<file path="src/design/cfs_pkg.sv">
package cfs_pkg;

   localparam int CHANNELS_DEFAULT = 6;
   localparam int FIELD_W          = 6;
   localparam int STATUS_W         = 2 * FIELD_W;
   localparam int TIME_W           = 32;
   localparam int REQ_DATA_W       = 56;
   localparam int RSP_DATA_W       = 32;

   localparam logic [TIME_W-1:0] ACTION_GAP_RESET = TIME_W'(50);

   typedef enum logic [1:0] {
      STATUS_NO_CON  = 2'd0,
      STATUS_CONNECT = 2'd1,
      STATUS_FIRED   = 2'd2
   } status_code_type;

   // visible state of the fire step, after the item is applied
   typedef struct packed {
      logic [FIELD_W-1:0] drive;
      logic [FIELD_W-1:0] fired;
      logic               busy;
   } fire_view_type;

endpackage

</file>
<file path="src/design/channel_fire_sequencer.sv">
// Channel fire sequencer: steps a firing sequence over up to six channels and
// reports a two-bit status per channel. Each req transfer carries a timestamp,
// a start request, the channel mask and the sensed control and detect pins;
// each one yields exactly one rsp transfer with the drive outputs, the status
// codes, the busy flag and the latched fired flags, all taken after the item
// is applied. An accepted item is held in the input register, where a
// 32-bit elapsed-time subtract and compare plus a priority pick of the next
// masked channel produce the new state, which is loaded together with the
// result register; a new item is taken every cycle as long as the rsp side
// keeps up. The delay register (reset 50) is written through
// csr_wr_en/csr_wr_data; the user must write it only while no item is in
// flight, as the block does not enforce it. Fired flags clear only at reset.
module channel_fire_sequencer
   import cfs_pkg::*;
#(
   parameter int CHANNELS = CHANNELS_DEFAULT
) (
   input  logic                  clock,
   input  logic                  reset,
   // configuration
   input  logic                  csr_wr_en,
   input  logic [TIME_W-1:0]     csr_wr_data,
   // item input
   input  logic                  req_tvalid,
   output logic                  req_tready,
   // time_now[31:0], fire_start[32], channel_mask[38:33], ctl_sense[44:39],
   // det_sense[50:45], zero fill [55:51]
   input  logic [REQ_DATA_W-1:0] req_tdata,
   // result output
   output logic                  rsp_tvalid,
   input  logic                  rsp_tready,
   // drive_enable[5:0], channel_status[17:6], fire_busy[18],
   // fired_mask[24:19], zero fill [31:25]
   output logic [RSP_DATA_W-1:0] rsp_tdata
);

   // minimum gap between firing actions
   logic [TIME_W-1:0] action_gap_ff;

   always_ff @(posedge clock) begin
      if (reset) begin
         action_gap_ff <= ACTION_GAP_RESET;
      end else if (csr_wr_en) begin
         action_gap_ff <= csr_wr_data;
      end
   end

   // input register
   logic                  in_valid_ff;
   logic [REQ_DATA_W-1:0] in_data_ff;
   logic                  advance;

   // the result register frees up when empty or when its transfer completes
   assign advance    = in_valid_ff && (!rsp_tvalid || rsp_tready);
   assign req_tready = !in_valid_ff || advance;

   always_ff @(posedge clock) begin
      if (reset) begin
         in_valid_ff <= 1'b0;
      end else if (req_tready) begin
         in_valid_ff <= req_tvalid;
      end
   end

   always_ff @(posedge clock) begin
      if (req_tready && req_tvalid) begin
         in_data_ff <= req_tdata;
      end
   end

   // unpack the held item
   logic [TIME_W-1:0]  time_now;
   logic               fire_start;
   logic [FIELD_W-1:0] channel_mask;
   logic [FIELD_W-1:0] ctl_sense;
   logic [FIELD_W-1:0] det_sense;

   assign time_now     = in_data_ff[31:0];
   assign fire_start   = in_data_ff[32];
   assign channel_mask = in_data_ff[38:33];
   assign ctl_sense    = in_data_ff[44:39];
   assign det_sense    = in_data_ff[50:45];

   // fire step, state moves only when the item is passed on
   fire_view_type view;

   cfs_fire_step #(
      .CHANNELS(CHANNELS)
   ) u_fire (
      .clock        (clock),
      .reset        (reset),
      .step_en      (advance),
      .time_now     (time_now),
      .fire_start   (fire_start),
      .channel_mask (channel_mask),
      .action_gap   (action_gap_ff),
      .view         (view)
   );

   // detect step, uses the fired flags after the fire step
   logic [STATUS_W-1:0] channel_status;

   cfs_status #(
      .CHANNELS(CHANNELS)
   ) u_status (
      .ctl_sense      (ctl_sense),
      .det_sense      (det_sense),
      .fired          (view.fired),
      .channel_status (channel_status)
   );

   // result register
   logic                  out_valid_ff;
   logic [RSP_DATA_W-1:0] out_data_ff;
   logic [RSP_DATA_W-1:0] out_data_in;

   assign out_data_in = {7'd0, view.fired, view.busy, channel_status, view.drive};

   always_ff @(posedge clock) begin
      if (reset) begin
         out_valid_ff <= 1'b0;
      end else if (advance) begin
         out_valid_ff <= 1'b1;
      end else if (rsp_tready) begin
         out_valid_ff <= 1'b0;
      end
   end

   always_ff @(posedge clock) begin
      if (advance) begin
         out_data_ff <= out_data_in;
      end
   end

   assign rsp_tvalid = out_valid_ff;
   assign rsp_tdata  = out_data_ff;

endmodule

</file>
<file path="src/design/cfs_fire_step.sv">
module cfs_fire_step
   import cfs_pkg::*;
#(
   parameter int CHANNELS = CHANNELS_DEFAULT
) (
   input  logic                clock,
   input  logic                reset,
   input  logic                step_en,
   input  logic [TIME_W-1:0]   time_now,
   input  logic                fire_start,
   input  logic [FIELD_W-1:0]  channel_mask,
   input  logic [TIME_W-1:0]   action_gap,
   output fire_view_type       view
);

   localparam int STEP_W = $clog2(CHANNELS + 1);

   logic [TIME_W-1:0]   last_time_ff, last_time_in;
   logic [STEP_W-1:0]   step_ff, step_in;
   logic                pending_ff, pending_in;
   logic [CHANNELS-1:0] drive_ff, drive_in;
   logic [CHANNELS-1:0] fired_ff, fired_in;

   logic [CHANNELS-1:0] mask_ext;
   logic [CHANNELS-1:0] pick_vec;
   logic [STEP_W-1:0]   pick_step;
   logic                found;
   logic                pending_now;
   logic [TIME_W-1:0]   elapsed;
   logic                act;

   // mask bits beyond the field are zero
   for (genvar g = 0; g < CHANNELS; g++) begin : g_mask
      if (g < FIELD_W) begin : g_in
         assign mask_ext[g] = channel_mask[g];
      end else begin : g_zero
         assign mask_ext[g] = 1'b0;
      end
   end

   // lowest masked channel at or after the current step
   always_comb begin
      found     = 1'b0;
      pick_vec  = '0;
      pick_step = '0;
      for (int i = 0; i < CHANNELS; i++) begin
         if (!found && mask_ext[i] && (STEP_W'(i) >= step_ff)) begin
            found       = 1'b1;
            pick_vec[i] = 1'b1;
            pick_step   = STEP_W'(i + 1);
         end
      end
   end

   assign pending_now = pending_ff | fire_start;
   assign elapsed     = time_now - last_time_ff;
   assign act         = pending_now && (elapsed >= action_gap);

   always_comb begin
      last_time_in = last_time_ff;
      step_in      = step_ff;
      pending_in   = pending_now;
      drive_in     = drive_ff;
      fired_in     = fired_ff;
      if (act) begin
         last_time_in = time_now;
         if (found) begin
            drive_in = drive_ff | pick_vec;
            fired_in = fired_ff | pick_vec;
            step_in  = pick_step;
         end else begin
            drive_in   = '0;
            pending_in = 1'b0;
            step_in    = '0;
         end
      end
   end

   always_ff @(posedge clock) begin
      if (reset) begin
         last_time_ff <= '0;
         step_ff      <= '0;
         pending_ff   <= 1'b0;
         drive_ff     <= '0;
         fired_ff     <= '0;
      end else if (step_en) begin
         last_time_ff <= last_time_in;
         step_ff      <= step_in;
         pending_ff   <= pending_in;
         drive_ff     <= drive_in;
         fired_ff     <= fired_in;
      end
   end

   for (genvar g = 0; g < FIELD_W; g++) begin : g_view
      if (g < CHANNELS) begin : g_on
         assign view.drive[g] = drive_in[g];
         assign view.fired[g] = fired_in[g];
      end else begin : g_off
         assign view.drive[g] = 1'b0;
         assign view.fired[g] = 1'b0;
      end
   end
   assign view.busy = pending_in;

endmodule

</file>
<file path="src/design/cfs_status.sv">
module cfs_status
   import cfs_pkg::*;
#(
   parameter int CHANNELS = CHANNELS_DEFAULT
) (
   input  logic [FIELD_W-1:0]  ctl_sense,
   input  logic [FIELD_W-1:0]  det_sense,
   input  logic [FIELD_W-1:0]  fired,
   output logic [STATUS_W-1:0] channel_status
);

   for (genvar g = 0; g < FIELD_W; g++) begin : g_chan
      if (g < CHANNELS) begin : g_on
         status_code_type code;
         always_comb begin
            if (ctl_sense[g] || fired[g]) begin
               code = STATUS_FIRED;
            end else if (det_sense[g]) begin
               code = STATUS_CONNECT;
            end else begin
               code = STATUS_NO_CON;
            end
         end
         assign channel_status[2*g +: 2] = code;
      end else begin : g_off
         assign channel_status[2*g +: 2] = STATUS_NO_CON;
      end
   end

endmodule

</file>
<file path="config.mk">
export PLATFORM = sky130hd
export DESIGN_NAME = channel_fire_sequencer
export DESIGN_NICKNAME = d
export VERILOG_FILES = /design/src/design/cfs_pkg.sv /design/src/design/channel_fire_sequencer.sv /design/src/design/cfs_fire_step.sv /design/src/design/cfs_status.sv
export SDC_FILE = /design/constraint.sdc
export NUM_CORES = 1
export LEC_CHECK = 0
export ABC_CLOCK_PERIOD_IN_PS = 5730
export BUFFER_PORTS_ARGS = -buffer_cell sky130_fd_sc_hd__buf_4
export CORE_ASPECT_RATIO = 0.75
export CORE_MARGIN = 3
export CORE_UTILIZATION = 41
export CTS_BUF_LIST = sky130_fd_sc_hd__clkbuf_4 sky130_fd_sc_hd__clkbuf_8
export CTS_CLUSTER_DIAMETER = 80
export DETAILED_ROUTE_END_ITERATION = 16
export HOLD_SLACK_MARGIN = 0.02
export SLEW_MARGIN = 20
export SYNTH_ARGS = -nofsm -noshare
export SYNTH_HDL_FRONTEND = slang
export SYNTH_SLANG_ARGS = --single-unit
</file>
<file path="constraint.sdc">
create_clock -name clock -period 5.73 [get_ports clock]
set_input_delay 1.146 -clock clock [delete_from_list [all_inputs] [get_ports clock]]
set_output_delay 1.146 -clock clock [all_outputs]
set_load 0.02 [all_outputs]
</file>
==> summary.txt, run 1 <==
Worst setup path
  • Arrival @ worst endpoint: 5.47 ns
  • Worst flop-to-flop path startpoint: in_data_ff[0]
  • Critical path endpoint category: flop
  • CP peak stage delay: 0.48 ns
  • Worst reg2reg setup slack: 0.48 ns
  • R2r worst-path depth: 19
  • Worst endpoint required time: 5.95 ns
  • CP Class: reg -> reg
  • Most Frequent Cell on Critical Path: a21oi_1
  • R2r endpoint: rsp_tdata[8]
  • Setup crit start kind: flop
  • Maximum fanout along the worst path: 9
  • Cell-by-cell listing of the critical path: inv_1 -> ha_1 -> inv_1 -> fa_1 -> a21oi_1 -> o211ai_1 -> a211o_1 -> a21oi_1 -> o311ai_0 -> a21oi_1 -> o21ai_0 -> xnor2_1 -> ha_1 -> nand4_1 -> a2111o_1 -> a311oi_2 -> nor3_2 -> or3_1 -> and3_1
  • Critical-path top delay cell: or3_1

Clock tree
  • CTS H-tree lvls: 4
  • Clock sink total: 158
  • Total CTS buffers: 17
  • Clk slew on worst S/H paths: 0.09 ns
  • CTS root buffer: clkbuf_8
  • CTS tree: built
  • Setup Fix Bufs, Post-CTS: 0
  • CTS Hold Bufs: 0
  • Maximum buffer depth of the clock tree: 2
  • Skew-Pair Late Insertion Delay: 0.46 ns
  • Post_cts resized: 0

Timing
  • Layout Skew: 0.0133 ns
  • Final hold vios: 0
  • Fin. max-slew vios: 0
  • Hold slack: 0.451 ns
  • Crit share post-route: 91.6%
  • Tightest Pin Transition: 0.880 ns
  • Final setup viols: 0
  • Setup WS post-layout: 0.484 ns
  • RSZ-0062 raised after global routing: no
  • Minimum clock period: 5.25 ns
  • Max-slew headroom: 40.6%
  • Fmax: 0.191 GHz
  • TNS Setup: 0 ns

Hold path
  • Hold Crit Class: reg -> reg
  • Hold path start: u_fire.drive_ff[0]
  • Hold EP: u_fire.drive_ff[0]
  • Hold Path Cell Cnt: 2

Synth
  • FF+latch count, synth: 158
  • Main flop type after synthesis: dfxtp_1
  • Syn Std Cell Area: 8040 um^2
  • Ys async rst share: 0%
  • Seq/Total Area, Yosys: 48.8%
  • Top cells by area, synth: edfxtp_1, dfxtp_1, ha_1, mux2i_1, nor2_1
  • Synth area leader: edfxtp_1
  • Syn Inst Count: 787
  • Syn avg cell area: 10.2 um^2
  • Number of synthesized flops with an enable pin: 76
  • Most frequent cell after synthesis: nor2_1
  • Most instantiated cells after synthesis: nor2_1, dfxtp_1, inv_1, edfxtp_1, ha_1
  • Yosys cell types: 57
  • Post-synth top area share: 28.4%
  • Yosys Warn Count: 0

Power and ir drop
  • P per Cell Area: 285 nW/um^2
  • Static leakage: 3.93 nW
  • VDD IR max: 0.144 mV

Die
  • Die height: 127 um
  • Cell row count: 43
  • Full die area: 21300 um^2
  • Core outline area: 18900 um^2
  • Initial Util: 42.6%
  • Die W: 168 um
  • Num ports: 127

Detailed routing
  • First-pass DRT Iterations: 4
  • Iteration-0 DRC Markers: 301
  • Total wire length: 16600 um
  • Drt drc: 0
  • Routed WL per cell: 14.2 um
  • Antenna Nets Post-Route: 0
  • Vias per cell: 4.85
  • Via count: 5647

Finish
  • Share of cells above drive strength 1: 18.1%
  • Fin cells: 1164
  • Area Overhead vs Synth: 19.0%
  • N_diodes: 0
  • Nets: 1061
  • Post-route cell area: 9570 um^2

Global routing
  • Grt ovf: 0
  • Antenna violations before repair: 0
  • Pin count of the biggest net entering global routing: 71
  • Vias in the first global route: 5393
  • Overall Global Routing Usage: 16.1%
  • Global-route wire length before repair: 27500 um

Placed design
  • Place WS: 0.486 ns
  • Final GP Congestion: 0.884
  • Buffers on Ports: 114
  • Placed insts: 1132
  • Placed cell area: 9130 um^2
  • DP HPWL: 12100 um

Job
  • # Max-Cap Violations: 0

Run status
  • Status: completed
-- cells in the final DEF (no fill, tap or decap), types with 2 or more instances in the layout --
master | Yosys | layout
mux2i_1 | 60 | 60
a211oi_2 | 2 | 2
conb_1 | 1 | 7
xnor2_1 | 18 | 18
a211oi_1 | 7 | 7
nand3_1 | 8 | 8
clkbuf_8 | 0 | 18
buf_4 | 11 | 120
o21ai_0 | 25 | 25
edfxtp_1 | 76 | 76
a21o_1 | 18 | 18
nor3_1 | 9 | 9
nor2b_1 | 6 | 5
xor2_1 | 12 | 12
nand3b_1 | 4 | 4
nand2_1 | 40 | 40
bufinv_16 | 0 | 3
nor2_1 | 98 | 98
ha_1 | 63 | 63
and3_1 | 8 | 8
o21a_1 | 14 | 14
inv_6 | 0 | 3
or2_2 | 3 | 3
nand4_1 | 9 | 9
a211o_1 | 2 | 2
nand2b_1 | 12 | 12
clkinv_4 | 0 | 4
dfxtp_1 | 82 | 82
a31oi_1 | 8 | 8
o31ai_1 | 3 | 3
a21oi_1 | 40 | 40
or3_1 | 6 | 6
o211ai_1 | 5 | 5
inv_8 | 0 | 2
inv_1 | 82 | 82
o21bai_1 | 7 | 7
a21boi_0 | 7 | 7
-- cell families (layout without fill, tap and decap cells) --
group,after synthesis,after routing,share of synthesized area (%)
buffers and inverters,110,234,5.65
flip-flops,158,158,48.8
AND/OR/NAND/NOR,212,212,12.2
multiplexers,60,60,7.47
XOR/XNOR,30,30,3.27
AO/OA/AOI/OAI,152,152,12.5
adder cells (fa/ha/maj),64,64,10.1
other,1,7,0.0466
-- routing by layer --
layer,wire (um),track usage (%)
met5,0,0
met4,238,5.58
met3,691,3.25
met2,6880,23.9
met1,8770,23.5
-- through the flow --
| step | utilization (%) | power, W |
|---|---|---|
| after global placement | 48.4 | 0.00183 |
| after global routing | 50.7 | 0.00288 |
| after detailed placement | 48.4 | 0.00184 |
| final | 50.7 | 0.00272 |
| after CTS | 50.7 | 0.00276 |
| after floorplan | - | 0.00168 |
-- worst max path at each step --
stage                       start             to  slack, ns  cells past startpoint
floorplan           in_data_ff[0]  rsp_tdata[10]       1.27                     19
global placement    in_data_ff[0]   rsp_tdata[8]       0.53                     19
detailed placement  in_data_ff[0]   rsp_tdata[8]       0.49                     19
CTS                 in_data_ff[0]   rsp_tdata[8]       0.47                     19
global route        in_data_ff[0]   rsp_tdata[5]       0.04                     19
finish              in_data_ff[0]   rsp_tdata[8]       0.48                     19
-- worst max-delay path, delay by kind of cell, from the launching register on --
family | cells | cell delay [ns]
buffers and inverters | 2 | 0.13
AOI/OAI and AO/OA | 9 | 2.51
xor gates and xnor gates | 1 | 0.16
DFF | 1 | 0.38
and+or+nand+nor | 4 | 0.96
adders and majority gates | 3 | 0.88
-- state kept, by name (all words and copies together), names as in the netlist --
name	count
u_fire.pending_ff	1
in_valid_ff	1
rsp_tvalid	1
in_data_ff	51
u_fire.fired_ff	6
u_fire.last_time_ff	32
action_gap_ff	32
rsp_tdata	25
u_fire.drive_ff	6
u_fire.step_ff	3
-- power by group --
part	leakage (nW)	internal (W)	switching, W	total (W)
clock	0.222	0.000460	0.000455	0.000914
combinational	2.30	0.000243	0.000290	0.000533
sequential	1.41	0.00125	0.0000285	0.00128
-- final cells by class --
| type | count | area (um^2) |
|---|---|---|
| Multi-Input combinational cell | 525 | 3690 |
| Inverter | 82 | 308 |
| Tap cell | 247 | 309 |
| Fill cell | 1747 | 9320 |
| Sequential cell | 158 | 3920 |
| Timing Repair Buffer | 120 | 901 |
| Clock inverter | 13 | 179 |
| Clock buffer | 19 | 255 |
Note: power is estimated with default switching activity, not from simulation.
==> inputs of run 2 (changes only) <==
--- a/config.mk
+++ b/config.mk
@@ -9,11 +9,12 @@
 export BUFFER_PORTS_ARGS = -buffer_cell sky130_fd_sc_hd__buf_4
 export CORE_ASPECT_RATIO = 0.75
 export CORE_MARGIN = 3
-export CORE_UTILIZATION = 41
+export CORE_UTILIZATION = 50
 export CTS_BUF_LIST = sky130_fd_sc_hd__clkbuf_4 sky130_fd_sc_hd__clkbuf_8
 export CTS_CLUSTER_DIAMETER = 80
 export DETAILED_ROUTE_END_ITERATION = 16
 export HOLD_SLACK_MARGIN = 0.02
+export PLACE_DENSITY = 0.72
 export SLEW_MARGIN = 20
 export SYNTH_ARGS = -nofsm -noshare
 export SYNTH_HDL_FRONTEND = slang
==> run 2 against run 1 <==
- flip-flop and latch count stayed put
- fmax is 1.4% lower
- clock skew is 0.00089 ns lower
- cell count is 3.7% lower
- utilization is 11 points higher
- worst hold slack better by 0.024 ns
- power is 0.28% lower
- design area is 0.54% lower
- critical endpoint is now u_fire.last_time_ff[28]
- largest power group unchanged
==> summary.txt, run 2 (synthesis gave the netlist of run 1 again) <==
Die
  • Die W: 152 um
  • Cell row count: 39
  • Num ports: 127
  • Initial Util: 52.0%
  • Core outline area: 15500 um^2
  • Die height: 116 um
  • Full die area: 17700 um^2

Worst setup path
  • R2r worst-path depth: 20
  • R2r endpoint: u_fire.last_time_ff[28]
  • Critical-path top delay cell: a311oi_2
  • Arrival @ worst endpoint: 5.63 ns
  • Most Frequent Cell on Critical Path: a21oi_1
  • Worst endpoint required time: 6.04 ns
  • Sum of buffers and inverters on the critical path: 3
  • Worst reg2reg setup slack: 0.41 ns
  • CP Class: reg -> reg
  • Worst path top cell family by delay: compound AO/OA/AOI/OAI gates
  • Setup crit start kind: flop
  • CP peak stage delay: 0.45 ns
  • Maximum fanout along the worst path: 20
  • Number of cells on the critical path: 20
  • Worst flop-to-flop path startpoint: in_data_ff[0]
  • Cell-by-cell listing of the critical path: inv_1 -> ha_1 -> inv_1 -> fa_1 -> a21oi_1 -> o211ai_1 -> a211o_1 -> a21oi_1 -> o311ai_0 -> a21oi_1 -> o21ai_0 -> xnor2_1 -> ha_1 -> nand4_1 -> a2111o_1 -> a311oi_2 -> o31a_2 -> buf_4 -> mux2i_1 -> nor2_1
  • Critical path endpoint category: flop

Finish
  • Nets: 1060
  • Fillers: 1276
  • Post-route cell area: 9510 um^2
  • Commonest non-fill, non-tap cell in the layout: buf_4
  • Most frequent cells in the layout: buf_4, nor2_1, inv_1, dfxtp_1, edfxtp_1
  • Share of cells above drive strength 1: 18.1%
  • N_diodes: 0
  • Largest regs: in_data_ff: 51 flops, action_gap_ff: 32 flops, u_fire.last_time_ff: 32 flops
  • Fin cells: 1121
  • Max reg flops: 51
  • Area Overhead vs Synth: 18.3%
  • Most flop-heavy register: in_data_ff

Clock tree
  • Total CTS buffers: 17
  • Post_cts resized: 0
  • CTS Hold Bufs: 0
  • Maximum buffer depth of the clock tree: 2
  • CTS tree: built
  • Skew-Pair Late Insertion Delay: 0.46 ns
  • CTS root buffer: clkbuf_8
  • CTS H-tree lvls: 4
  • Clk slew on worst S/H paths: 0.09 ns
  • Setup Fix Bufs, Post-CTS: 0
  • Clock sink total: 158

Global routing
  • Global-route wire length before repair: 27000 um
  • Vias in the first global route: 5537
  • Overall Global Routing Usage: 19.1%
  • Grt ovf: 0
  • Antenna violations before repair: 0
  • Pin count of the biggest net entering global routing: 71

Power and ir drop
  • VDD IR max: 0.243 mV
  • PnR Total Power: 0.00272 W
  • Static leakage: 3.92 nW
  • P per Cell Area: 285 nW/um^2

Timing
  • Minimum clock period: 5.32 ns
  • Crit share post-route: 92.8%
  • Fin. max-slew vios: 0
  • Setup WS post-layout: 0.410 ns
  • Final hold vios: 0
  • Fmax: 0.188 GHz
  • Tightest Pin Transition: 0.950 ns
  • TNS Setup: 0 ns
  • Max-slew headroom: 35.9%
  • RSZ-0062 raised after global routing: no
  • Final setup viols: 0
  • Layout Skew: 0.0124 ns

Detailed routing
  • First-pass DRT Iterations: 5
  • Antenna Nets Post-Route: 0
  • Vias per cell: 5.16
  • Routed WL per cell: 14.7 um
  • Via count: 5782
  • Iteration-0 DRC Markers: 354
  • Drt drc: 0
  • Total wire length: 16400 um

Placed design
  • Place WS: 0.543 ns
  • Buffers on Ports: 114
  • Placed insts: 1089
  • Placed cell area: 9070 um^2
  • DP HPWL: 11800 um
  • Final GP Congestion: 0.893

Hold path
  • Hold path start: u_fire.drive_ff[2]
  • Hold Crit Class: reg -> reg
  • Hold EP: u_fire.drive_ff[2]
  • Hold Path Cell Cnt: 1

Run status
  • Status: completed

Job
  • # Max-Cap Violations: 0
## run 2: layout make-up
| cell class | count | area [um^2] | area share (%) |
|---|---|---|---|
| multi-input combinational | 525 | 3700 | 38.9 |
| tap | 205 | 256 | 2.70 |
| inverter | 82 | 308 | 3.24 |
| timing repair buffer | 119 | 893 | 9.39 |
| sequential | 158 | 3920 | 41.2 |
| clock buffer | 19 | 255 | 2.68 |
| clock inverter | 13 | 178 | 1.87 |
## run 2: metal layers
metal / GRT usage [%] / up-vias / wire, um
li1: - / 2970 / -
met1: 26.6 / 2672 / 8370
met2: 30.2 / 130 / 7090
met3: 5.15 / 10 / 815
met4: 4.15 / 0 / 166
met5: 0 / - / 0
## run 2: power breakdown
group	internal (W)	leakage, nW	switching, W	total (W)
registers	0.00125	1.41	0.0000284	0.00128
clock network	0.000458	0.219	0.000442	0.000900
logic	0.000245	2.30	0.000295	0.000540
total	0.00195	3.92	0.000765	0.00272
## run 2: worst max-delay path by stage
stage,startpoint,endpoint,slack (ns)
2_1_floorplan,in_data_ff[0],rsp_tdata[10],1.27
3_3_place_gp,in_data_ff[0],rsp_tdata[8],0.60
3_5_place_dp,in_data_ff[0],rsp_tdata[8],0.54
4_1_cts,in_data_ff[0],rsp_tdata[8],0.47
5_1_grt,in_data_ff[0],u_fire.last_time_ff[30],0.02
6_report,in_data_ff[0],u_fire.last_time_ff[28],0.41
## run 2: metrics by stage
stage	hold WS [ns]	util, %
6_report	0.475	61.5
5_1_grt	0.491	61.5
4_1_cts	0.468	61.4
3_5_place_dp	0.453	58.6
3_3_place_gp	0.437	58.6
2_1_floorplan	0.426	-
